<file path="src/hdl/zrc_pkg.sv">
package zrc_pkg;

  localparam int WORD_BYTES = 8;
  localparam int WORD_LSB   = $clog2(WORD_BYTES);

  localparam int DATA_W   = 64;
  localparam int STATUS_W = 2;
  localparam int CHUNK_W  = 31;
  localparam int ADDR_W   = 63;
  localparam int CFG_W    = 63;

  localparam logic [CHUNK_W-1:0] CHUNK_BYTES_RESET = CHUNK_W'(4096);

  // read status codes; anything else is handled as a read error
  localparam logic [STATUS_W-1:0] RS_FULL  = STATUS_W'(0);
  localparam logic [STATUS_W-1:0] RS_SHORT = STATUS_W'(1);

  // configuration register indexes
  localparam logic [0:0] CFG_CHUNK_BYTES  = 1'b0;
  localparam logic [0:0] CFG_DEVICE_BYTES = 1'b1;

  typedef struct packed {
    logic [DATA_W-1:0]   data_word;
    logic                chunk_end;
    logic [STATUS_W-1:0] read_status;
  } zrc_in_t;

  typedef struct packed {
    logic              range_valid;
    logic [ADDR_W-1:0] range_start;
    logic [ADDR_W-1:0] range_length;
    logic              finished;
    logic              aborted;
    logic [ADDR_W-1:0] freed_total;
  } zrc_out_t;

  // decision for one chunk end, before length and total are worked out
  typedef struct packed {
    logic              range_valid;
    logic [ADDR_W-1:0] range_start;
    logic [ADDR_W-1:0] range_end;
    logic              finished;
    logic              aborted;
  } zrc_rec_t;

endpackage

</file>
<file path="src/hdl/zrc_scan.sv">
module zrc_scan (
  input  logic                         clk,
  input  logic                         rst_n,
  input  logic                         in_valid,
  output logic                         in_stall,
  input  zrc_pkg::zrc_in_t             in_data,
  input  logic [zrc_pkg::CHUNK_W-1:0]  chunk_bytes,
  input  logic [zrc_pkg::ADDR_W-1:0]   device_bytes,
  output logic                         rec_valid,
  output zrc_pkg::zrc_rec_t            rec,
  input  logic                         rec_ready
);
  import zrc_pkg::*;

  logic              p0_v_r, p0_v_nxt;
  zrc_in_t           p0_r;
  logic [ADDR_W-1:0] chunk_offset_r, chunk_offset_nxt;
  logic              all_zero_r, all_zero_nxt;
  logic              range_open_r, range_open_nxt;
  logic [ADDR_W-1:0] open_start_r, open_start_nxt;
  logic              scan_done_r, scan_done_nxt;
  logic              p1_v_r, p1_v_nxt;
  zrc_rec_t          p1_r, p1_nxt;

  logic              acc_zero;
  logic              need_rec;
  logic              p1_free;
  logic              p0_fire;
  logic [ADDR_W:0]   next_end;
  logic              at_end;
  logic              last_chunk;
  logic [WORD_LSB-1:0] tail_lsb;
  logic              status_bad;
  logic              chunk_zero;
  zrc_rec_t          new_rec;

  always_comb begin
    acc_zero   = all_zero_r && (p0_r.data_word == '0);
    need_rec   = p0_r.chunk_end && !scan_done_r;
    p1_free    = !p1_v_r || rec_ready;
    p0_fire    = p0_v_r && (!need_rec || p1_free);
    in_stall   = p0_v_r && !p0_fire;
    next_end   = {1'b0, chunk_offset_r} + (ADDR_W+1)'(chunk_bytes);
    at_end     = chunk_offset_r >= device_bytes;
    last_chunk = next_end >= {1'b0, device_bytes};
    // only the low bits of the chunk length decide word alignment
    tail_lsb   = last_chunk ? (device_bytes[WORD_LSB-1:0] - chunk_offset_r[WORD_LSB-1:0])
                            : chunk_bytes[WORD_LSB-1:0];
    status_bad = (p0_r.read_status != RS_FULL) && (p0_r.read_status != RS_SHORT);
    chunk_zero = acc_zero && (p0_r.read_status == RS_FULL) && (tail_lsb == '0);
  end

  always_comb begin
    chunk_offset_nxt = chunk_offset_r;
    all_zero_nxt     = all_zero_r;
    range_open_nxt   = range_open_r;
    open_start_nxt   = open_start_r;
    scan_done_nxt    = scan_done_r;
    new_rec          = '0;
    if (p0_fire && !scan_done_r) begin
      if (!p0_r.chunk_end) begin
        all_zero_nxt = acc_zero;
      end else begin
        all_zero_nxt = 1'b1;
        if (status_bad) begin
          // drop any open range
          scan_done_nxt   = 1'b1;
          range_open_nxt  = 1'b0;
          new_rec.aborted = 1'b1;
        end else if (at_end) begin
          scan_done_nxt    = 1'b1;
          new_rec.finished = 1'b1;
          if (range_open_r) begin
            new_rec.range_valid = 1'b1;
            new_rec.range_start = open_start_r;
            new_rec.range_end   = chunk_offset_r;
            range_open_nxt      = 1'b0;
          end
        end else begin
          if (chunk_zero) begin
            if (!range_open_r) begin
              range_open_nxt = 1'b1;
              open_start_nxt = chunk_offset_r;
            end
            if (last_chunk) begin
              new_rec.range_valid = 1'b1;
              new_rec.range_start = range_open_r ? open_start_r : chunk_offset_r;
              new_rec.range_end   = device_bytes;
              range_open_nxt      = 1'b0;
            end
          end else if (range_open_r) begin
            new_rec.range_valid = 1'b1;
            new_rec.range_start = open_start_r;
            new_rec.range_end   = chunk_offset_r;
            range_open_nxt      = 1'b0;
          end
          if (last_chunk) begin
            scan_done_nxt    = 1'b1;
            new_rec.finished = 1'b1;
          end else begin
            chunk_offset_nxt = next_end[ADDR_W-1:0];
          end
        end
      end
    end
  end

  always_comb begin
    p0_v_nxt = in_stall ? p0_v_r : in_valid;
    p1_v_nxt = p1_v_r;
    p1_nxt   = p1_r;
    if (p0_fire && need_rec) begin
      p1_v_nxt = 1'b1;
      p1_nxt   = new_rec;
    end else if (rec_ready) begin
      p1_v_nxt = 1'b0;
    end
  end

  always_ff @(posedge clk) begin
    if (!rst_n) begin
      p0_v_r         <= 1'b0;
      chunk_offset_r <= '0;
      all_zero_r     <= 1'b1;
      range_open_r   <= 1'b0;
      open_start_r   <= '0;
      scan_done_r    <= 1'b0;
      p1_v_r         <= 1'b0;
    end else begin
      p0_v_r         <= p0_v_nxt;
      chunk_offset_r <= chunk_offset_nxt;
      all_zero_r     <= all_zero_nxt;
      range_open_r   <= range_open_nxt;
      open_start_r   <= open_start_nxt;
      scan_done_r    <= scan_done_nxt;
      p1_v_r         <= p1_v_nxt;
    end
  end

  always_ff @(posedge clk) begin
    if (in_valid && !in_stall) begin
      p0_r <= in_data;
    end
    p1_r <= p1_nxt;
  end

  assign rec_valid = p1_v_r;
  assign rec       = p1_r;

  a_done_sticky: assert property (@(posedge clk) disable iff (!rst_n)
    scan_done_r |=> scan_done_r)
    else $error("scan end cleared without reset");

  a_abort_no_range: assert property (@(posedge clk) disable iff (!rst_n)
    (p1_v_r && p1_r.aborted) |-> (!p1_r.range_valid && !p1_r.finished))
    else $error("aborted chunk carries a range or finish");

  a_open_order: assert property (@(posedge clk) disable iff (!rst_n)
    range_open_r |-> (open_start_r <= chunk_offset_r))
    else $error("open range starts past current chunk");

  a_rec_hold: assert property (@(posedge clk) disable iff (!rst_n)
    (p1_v_r && !rec_ready) |=> (p1_v_r && $stable(p1_r)))
    else $error("pending chunk decision lost");

endmodule

</file>
<file path="src/hdl/zrc_tally.sv">
module zrc_tally (
  input  logic               clk,
  input  logic               rst_n,
  input  logic               rec_valid,
  input  zrc_pkg::zrc_rec_t  rec,
  output logic               rec_ready,
  output logic               out_valid,
  input  logic               out_stall,
  output zrc_pkg::zrc_out_t  out_data
);
  import zrc_pkg::*;

  logic              p2_v_r, p2_v_nxt;
  zrc_out_t          p2_r, p2_nxt;
  logic              out_v_r, out_v_nxt;
  zrc_out_t          out_r, out_nxt;
  logic [ADDR_W-1:0] freed_r, freed_nxt;
  logic              out_ready;

  always_comb begin
    out_ready = !out_v_r || !out_stall;
    rec_ready = !p2_v_r || out_ready;

    p2_v_nxt = rec_ready ? rec_valid : p2_v_r;
    p2_nxt   = p2_r;
    if (rec_valid && rec_ready) begin
      p2_nxt              = '0;
      p2_nxt.range_valid  = rec.range_valid;
      p2_nxt.range_start  = rec.range_valid ? rec.range_start : '0;
      p2_nxt.range_length = rec.range_valid ? (rec.range_end - rec.range_start) : '0;
      p2_nxt.finished     = rec.finished;
      p2_nxt.aborted      = rec.aborted;
    end

    out_v_nxt = out_ready ? p2_v_r : out_v_r;
    out_nxt   = out_r;
    freed_nxt = freed_r;
    if (p2_v_r && out_ready) begin
      freed_nxt           = freed_r + p2_r.range_length;
      out_nxt             = p2_r;
      out_nxt.freed_total = freed_nxt;
    end
  end

  always_ff @(posedge clk) begin
    if (!rst_n) begin
      p2_v_r  <= 1'b0;
      out_v_r <= 1'b0;
      freed_r <= '0;
    end else begin
      p2_v_r  <= p2_v_nxt;
      out_v_r <= out_v_nxt;
      freed_r <= freed_nxt;
    end
  end

  always_ff @(posedge clk) begin
    p2_r  <= p2_nxt;
    out_r <= out_nxt;
  end

  assign out_valid = out_v_r;
  assign out_data  = out_r;

  a_total_tracks: assert property (@(posedge clk) disable iff (!rst_n)
    (p2_v_r && out_ready) |=> (out_r.freed_total == freed_r))
    else $error("reported total differs from running total");

  a_empty_range: assert property (@(posedge clk) disable iff (!rst_n)
    (p2_v_r && !p2_r.range_valid) |-> (p2_r.range_length == '0 && p2_r.range_start == '0))
    else $error("range fields set without a range");

  a_total_hold: assert property (@(posedge clk) disable iff (!rst_n)
    !(p2_v_r && out_ready) |=> $stable(freed_r))
    else $error("running total moved without a result");

endmodule

</file>
<file path="src/hdl/zero_range_coalescer.sv">
// Zero range coalescer: scans a device stream of 64-bit words and reports runs of
// all-zero chunks as byte ranges. A word can be accepted every clock unless a
// chunk-end word waits for the chunk decision register to free up. A chunk-end
// word is accepted into the input register and its result then passes the chunk
// decision, range length and result register with the running total. The chunk
// decision stage forms the next chunk offset by one add and two compares against
// the device size. Only chunk-end words produce a result. After the device end or
// a read error all words are consumed without effect until reset. Write
// chunk_bytes and device_bytes only while no transaction is in flight.
module zero_range_coalescer (
  input  logic                       clk,
  input  logic                       rst_n,
  input  logic                       in_valid,
  output logic                       in_stall,
  input  zrc_pkg::zrc_in_t           in_data,
  output logic                       out_valid,
  input  logic                       out_stall,
  output zrc_pkg::zrc_out_t          out_data,
  input  logic                       cfg_we,
  input  logic [0:0]                 cfg_index,
  input  logic [zrc_pkg::CFG_W-1:0]  cfg_wdata
);
  import zrc_pkg::*;

  logic [CHUNK_W-1:0] chunk_bytes_r, chunk_bytes_nxt;
  logic [ADDR_W-1:0]  device_bytes_r, device_bytes_nxt;
  logic               rec_valid;
  logic               rec_ready;
  zrc_rec_t           rec;

  always_comb begin
    chunk_bytes_nxt  = chunk_bytes_r;
    device_bytes_nxt = device_bytes_r;
    if (cfg_we) begin
      case (cfg_index)
        CFG_CHUNK_BYTES:  chunk_bytes_nxt  = cfg_wdata[CHUNK_W-1:0];
        CFG_DEVICE_BYTES: device_bytes_nxt = cfg_wdata[ADDR_W-1:0];
        default: ;
      endcase
    end
  end

  always_ff @(posedge clk) begin
    if (!rst_n) begin
      chunk_bytes_r  <= CHUNK_BYTES_RESET;
      device_bytes_r <= '0;
    end else begin
      chunk_bytes_r  <= chunk_bytes_nxt;
      device_bytes_r <= device_bytes_nxt;
    end
  end

  zrc_scan u_scan (
    .clk          (clk),
    .rst_n        (rst_n),
    .in_valid     (in_valid),
    .in_stall     (in_stall),
    .in_data      (in_data),
    .chunk_bytes  (chunk_bytes_r),
    .device_bytes (device_bytes_r),
    .rec_valid    (rec_valid),
    .rec          (rec),
    .rec_ready    (rec_ready)
  );

  zrc_tally u_tally (
    .clk       (clk),
    .rst_n     (rst_n),
    .rec_valid (rec_valid),
    .rec       (rec),
    .rec_ready (rec_ready),
    .out_valid (out_valid),
    .out_stall (out_stall),
    .out_data  (out_data)
  );

endmodule
</file>
<file path="config.mk">
export PLATFORM = sky130hd
export DESIGN_NAME = zero_range_coalescer
export DESIGN_NICKNAME = d
export VERILOG_FILES = /design/src/hdl/zrc_pkg.sv /design/src/hdl/zrc_scan.sv /design/src/hdl/zrc_tally.sv /design/src/hdl/zero_range_coalescer.sv
export SDC_FILE = /design/constraint.sdc
export NUM_CORES = 2
export LEC_CHECK = 0
export ABC_CLOCK_PERIOD_IN_PS = 21300
export BUFFER_PORTS_ARGS = -buffer_cell sky130_fd_sc_hd__buf_4
export CORE_ASPECT_RATIO = 1.5
export CORE_UTILIZATION = 60
export CTS_CLUSTER_DIAMETER = 60
export DETAILED_ROUTE_END_ITERATION = 16
export PLACE_DENSITY = 0.79
export SYNTH_ARGS = -nofsm -noshare
export SYNTH_HDL_FRONTEND = slang
export SYNTH_SLANG_ARGS = --single-unit
</file>
<file path="constraint.sdc">
create_clock -name clk -period 21.3 [get_ports clk]
set_input_delay 2.13 -clock clk [delete_from_list [all_inputs] [get_ports clk]]
set_output_delay 2.13 -clock clk [all_outputs]
set_load 0.01 [all_outputs]
</file>
==> out/qor.csv <==
stage;metric;value;unit
layout;commonest cells after routing, fill and taps aside;nand2_1 (522), edfxtp_1 (517), buf_4 (350);
global_routing;total gr overflow;0;
flow_run;Max Cap Viol;0;
yosys;synthesized area;41600;µm²
sta;Rel. slew slack;24.9;%
cts;Num CTS Buffers;75;
die;die width;217;µm
layout;Storage cell area;21300;µm²
yosys;prevailing post-synth register cell;edfxtp_1;
worst_setup_path;CP Cell Sequence;ha_1 -> inv_1 -> fa_1 -> nor2b_1 -> o21ai_1 -> a21boi_2 -> o31ai_1 -> a2111oi_2 -> o2111ai_1 -> a211o_1 -> or4_1 -> xnor2_1 -> ha_1 -> a21o_1 -> a2111oi_0 -> o211ai_1 -> a211oi_1 -> a21oi_1 -> nor3_4 -> and4bb_4 -> buf_4 -> mux2i_1 -> nor2b_1;
yosys;number of flops mapped to enable cells by yosys;517;
worst_setup_path;Startpoint Class;register;
cts;# H-tree levels;3;
cts;post-CTS sizing;0;
routing;initial DRC count;2052;
layout;Syn-to-layout area delta;12.9;%
layout;n_diodes;0;
sta;RSZ-0062 raised after global routing;false;
layout;Multi-input gate area;18800;µm²
die;num rows;117;
global_routing;initial antenna violation count;0;
die;core box area;68200;µm²
yosys;largest cells by area after synthesis;edfxtp_1 (37%), dfxtp_1 (14%), ha_1 (8.5%);
yosys;Ys Warns;0;
power_and_ir_drop;peak supply drop;0.0689;mV
die;initial core utilization;61.0;%
routing;Via density;5.91;
worst_setup_path;CP peak stage delay;720;ps
sta;minimum clock period;7650;ps
yosys;post-synth top area share;37.3;%
yosys;#FFs+latches synth;807;
sta;# setup viols final;0;
worst_setup_path;Crit path max-delay family;compound AO/OA/AOI/OAI gates;
worst_setup_path;Crit Path Class;reg2reg;
global_routing;pin count of the biggest net entering global routing;149;
yosys;Yosys cell types;83;
power_and_ir_drop;Leakage;18.8;nW
worst_setup_path;WP data required;21830;ps
die;Die Y;325;µm
die;Die Area;70500;µm²
global_routing;Tot GR Track Use;27.6;%
yosys;Post-synth ARST share;0;%
worst_setup_path;CP Capture Type;register;
sta;final setup TNS;0;ps
cts;Post-CTS Setup Inserts;0;
worst_setup_path;worst path buffer plus inverter count;2;
worst_setup_path;WP data arrival;8170;ps
yosys;Cells after Synth;3924;
sta;worst slew pin tran;1130;ps
routing;Routed WL;98.0;mm
cts;# clock sinks;807;
cts;clock root buffer;clkbuf_16;
sta;Clock Skew;26.6;ps
sta;fmax;0.131;GHz
worst_setup_path;Max FO, Critical Path;50;
layout;commonest non-fill, non-tap cell in the layout;nand2_1;
routing;Residual DRC;0;
layout;fillcell total;5225;
yosys;register area share after synthesis;51.2;%
routing;routed length per placed instance;19.2;µm
routing;Vias;30200;
die;boundary pin count;330;
global_routing;vias in the first global route;28900;
min_path;hold crit path type;reg2reg;
run_status;outcome;complete, no violations;
cts;Hold-fix buffers, CTS;0;
power_and_ir_drop;Pwr Total;3.21;mW
cts;CTS tree;built;
yosys;syn nets;4346;
routing;1st-pass router iterations;8;
yosys;largest area contributor in the netlist;edfxtp_1;
placement;PortBufs;329;
cts;Clock Latency Late Sink;650;ps
placement;GPL Wtd Cong;0.948;
sta;Slew Limit Fails;0;
sta;Final Hold Fails;0;
cts;maximum clock path buffer count;3;
power_and_ir_drop;PD cells;68.2;nW/µm²
global_routing;first-pass GRT wire length;154;mm
worst_setup_path;slowest stage cell, crit path;and4bb_4;
sta;fin crit share;35.9;%
routing;Post-DRT Antenna Nets;0;
layout;ratio of cells with drive above 1 in the final layout;12.1;%
cts;Clock transition at path regs;70;ps
yosys;Mean Syn Cell Area;10.6;µm²
layout;fin nets;4587;
placement;post-DP HPWL;72.5;mm
==> cell usage after synthesis, types with 80 or more instances <==
master	n
a21o_1	139
xnor2_1	102
a22o_1	128
ha_1	282
mux2i_1	128
nand2_1	524
a21oi_1	180
inv_1	192
nor2b_1	80
o21ai_0	104
clkbuf_1	141
edfxtp_1	517
dfxtp_1	290
nor2_1	232
a21boi_0	132
==> state kept, by name (all words and copies together), names as in the netlist, 31 cells and up <==
signal and count:
chunk_bytes_r 31, u_scan.rec 129, u_tally.out_data 192, u_scan.p0_r 67, u_tally.p2_r 129, u_tally.freed_r 63
u_scan.chunk_offset_r 63, device_bytes_r 63, u_scan.open_start_r 63
==> final timing paths <==
kind	start	end	slack (ps)	depth (start not counted)
max reg2reg	u_scan.chunk_offset_r[0]	u_scan.chunk_offset_r[27]	13650	23
min reg2reg	u_tally.p2_r[168]	u_tally.out_data[168]	410	0
max	u_scan.chunk_offset_r[0]	u_scan.chunk_offset_r[27]	13650	23
min	u_tally.p2_r[168]	u_tally.out_data[168]	410	0
==> metal layers <==
layer	global-route usage, %	wire length (µm)	vias up
met5	0	0	-
met4	10.8	3220	0
met1	37.0	42700	14400
met2	45.5	46300	935
li1	-	-	14800
met3	3.51	5790	168
==> cell families after synthesis <==
kind of cell	after synthesis	synth area share (%)
simple gates	1228	14.0
compound gates	933	15.8
flops	807	51.2
buf+inv	380	3.77
fa+ha+maj	286	8.67
xor+xnor	159	3.35
mux	131	3.16
==> power breakdown <==
group	total (mW)	internal [mW]	switching, mW
registers	1.71	1.69	0.0213
logic	0.189	0.0777	0.112
clock network	1.31	0.725	0.581
==> final cells by class <==
cell class                 count  area share [%]
sequential                   807            45.4
multi-input combinational   2737            40.0
timing repair buffer         351            5.62
clock buffer                 102            4.41
tap                          892            2.38
inverter                     193            1.57
clock inverter                37           0.666
==> metrics by stage <==
step           instance area, µm²  cells  utilization [%]  setup slack [ps]  hold slack (ps)
3_3_place_gp                44600   4980             65.4             13910              401
6_report                    47000   5119             68.9             13650              412
5_1_grt                     47000   5119             68.9             13230              423
2_1_floorplan               41600   3924                -             12520              400
3_5_place_dp                44600   4980             65.4             13820              405
4_1_cts                     47000   5119             68.9             13730              412
==> worst reg2reg max path: stages (launching register included) <==
cell and delay [ps]:
dfxtp_1 450, ha_1 220, inv_1 60, fa_1 390
nor2b_1 130, o21ai_1 90, a21boi_2 210, o31ai_1 170
a2111oi_2 540, o2111ai_1 310, a211o_1 530, or4_1 650
xnor2_1 220, ha_1 280, a21o_1 160, a2111oi_0 430
o211ai_1 230, a211oi_1 370, a21oi_1 190, nor3_4 300
and4bb_4 720, buf_4 560, mux2i_1 270, nor2b_1 60
Power figures use the tool's default switching activity.
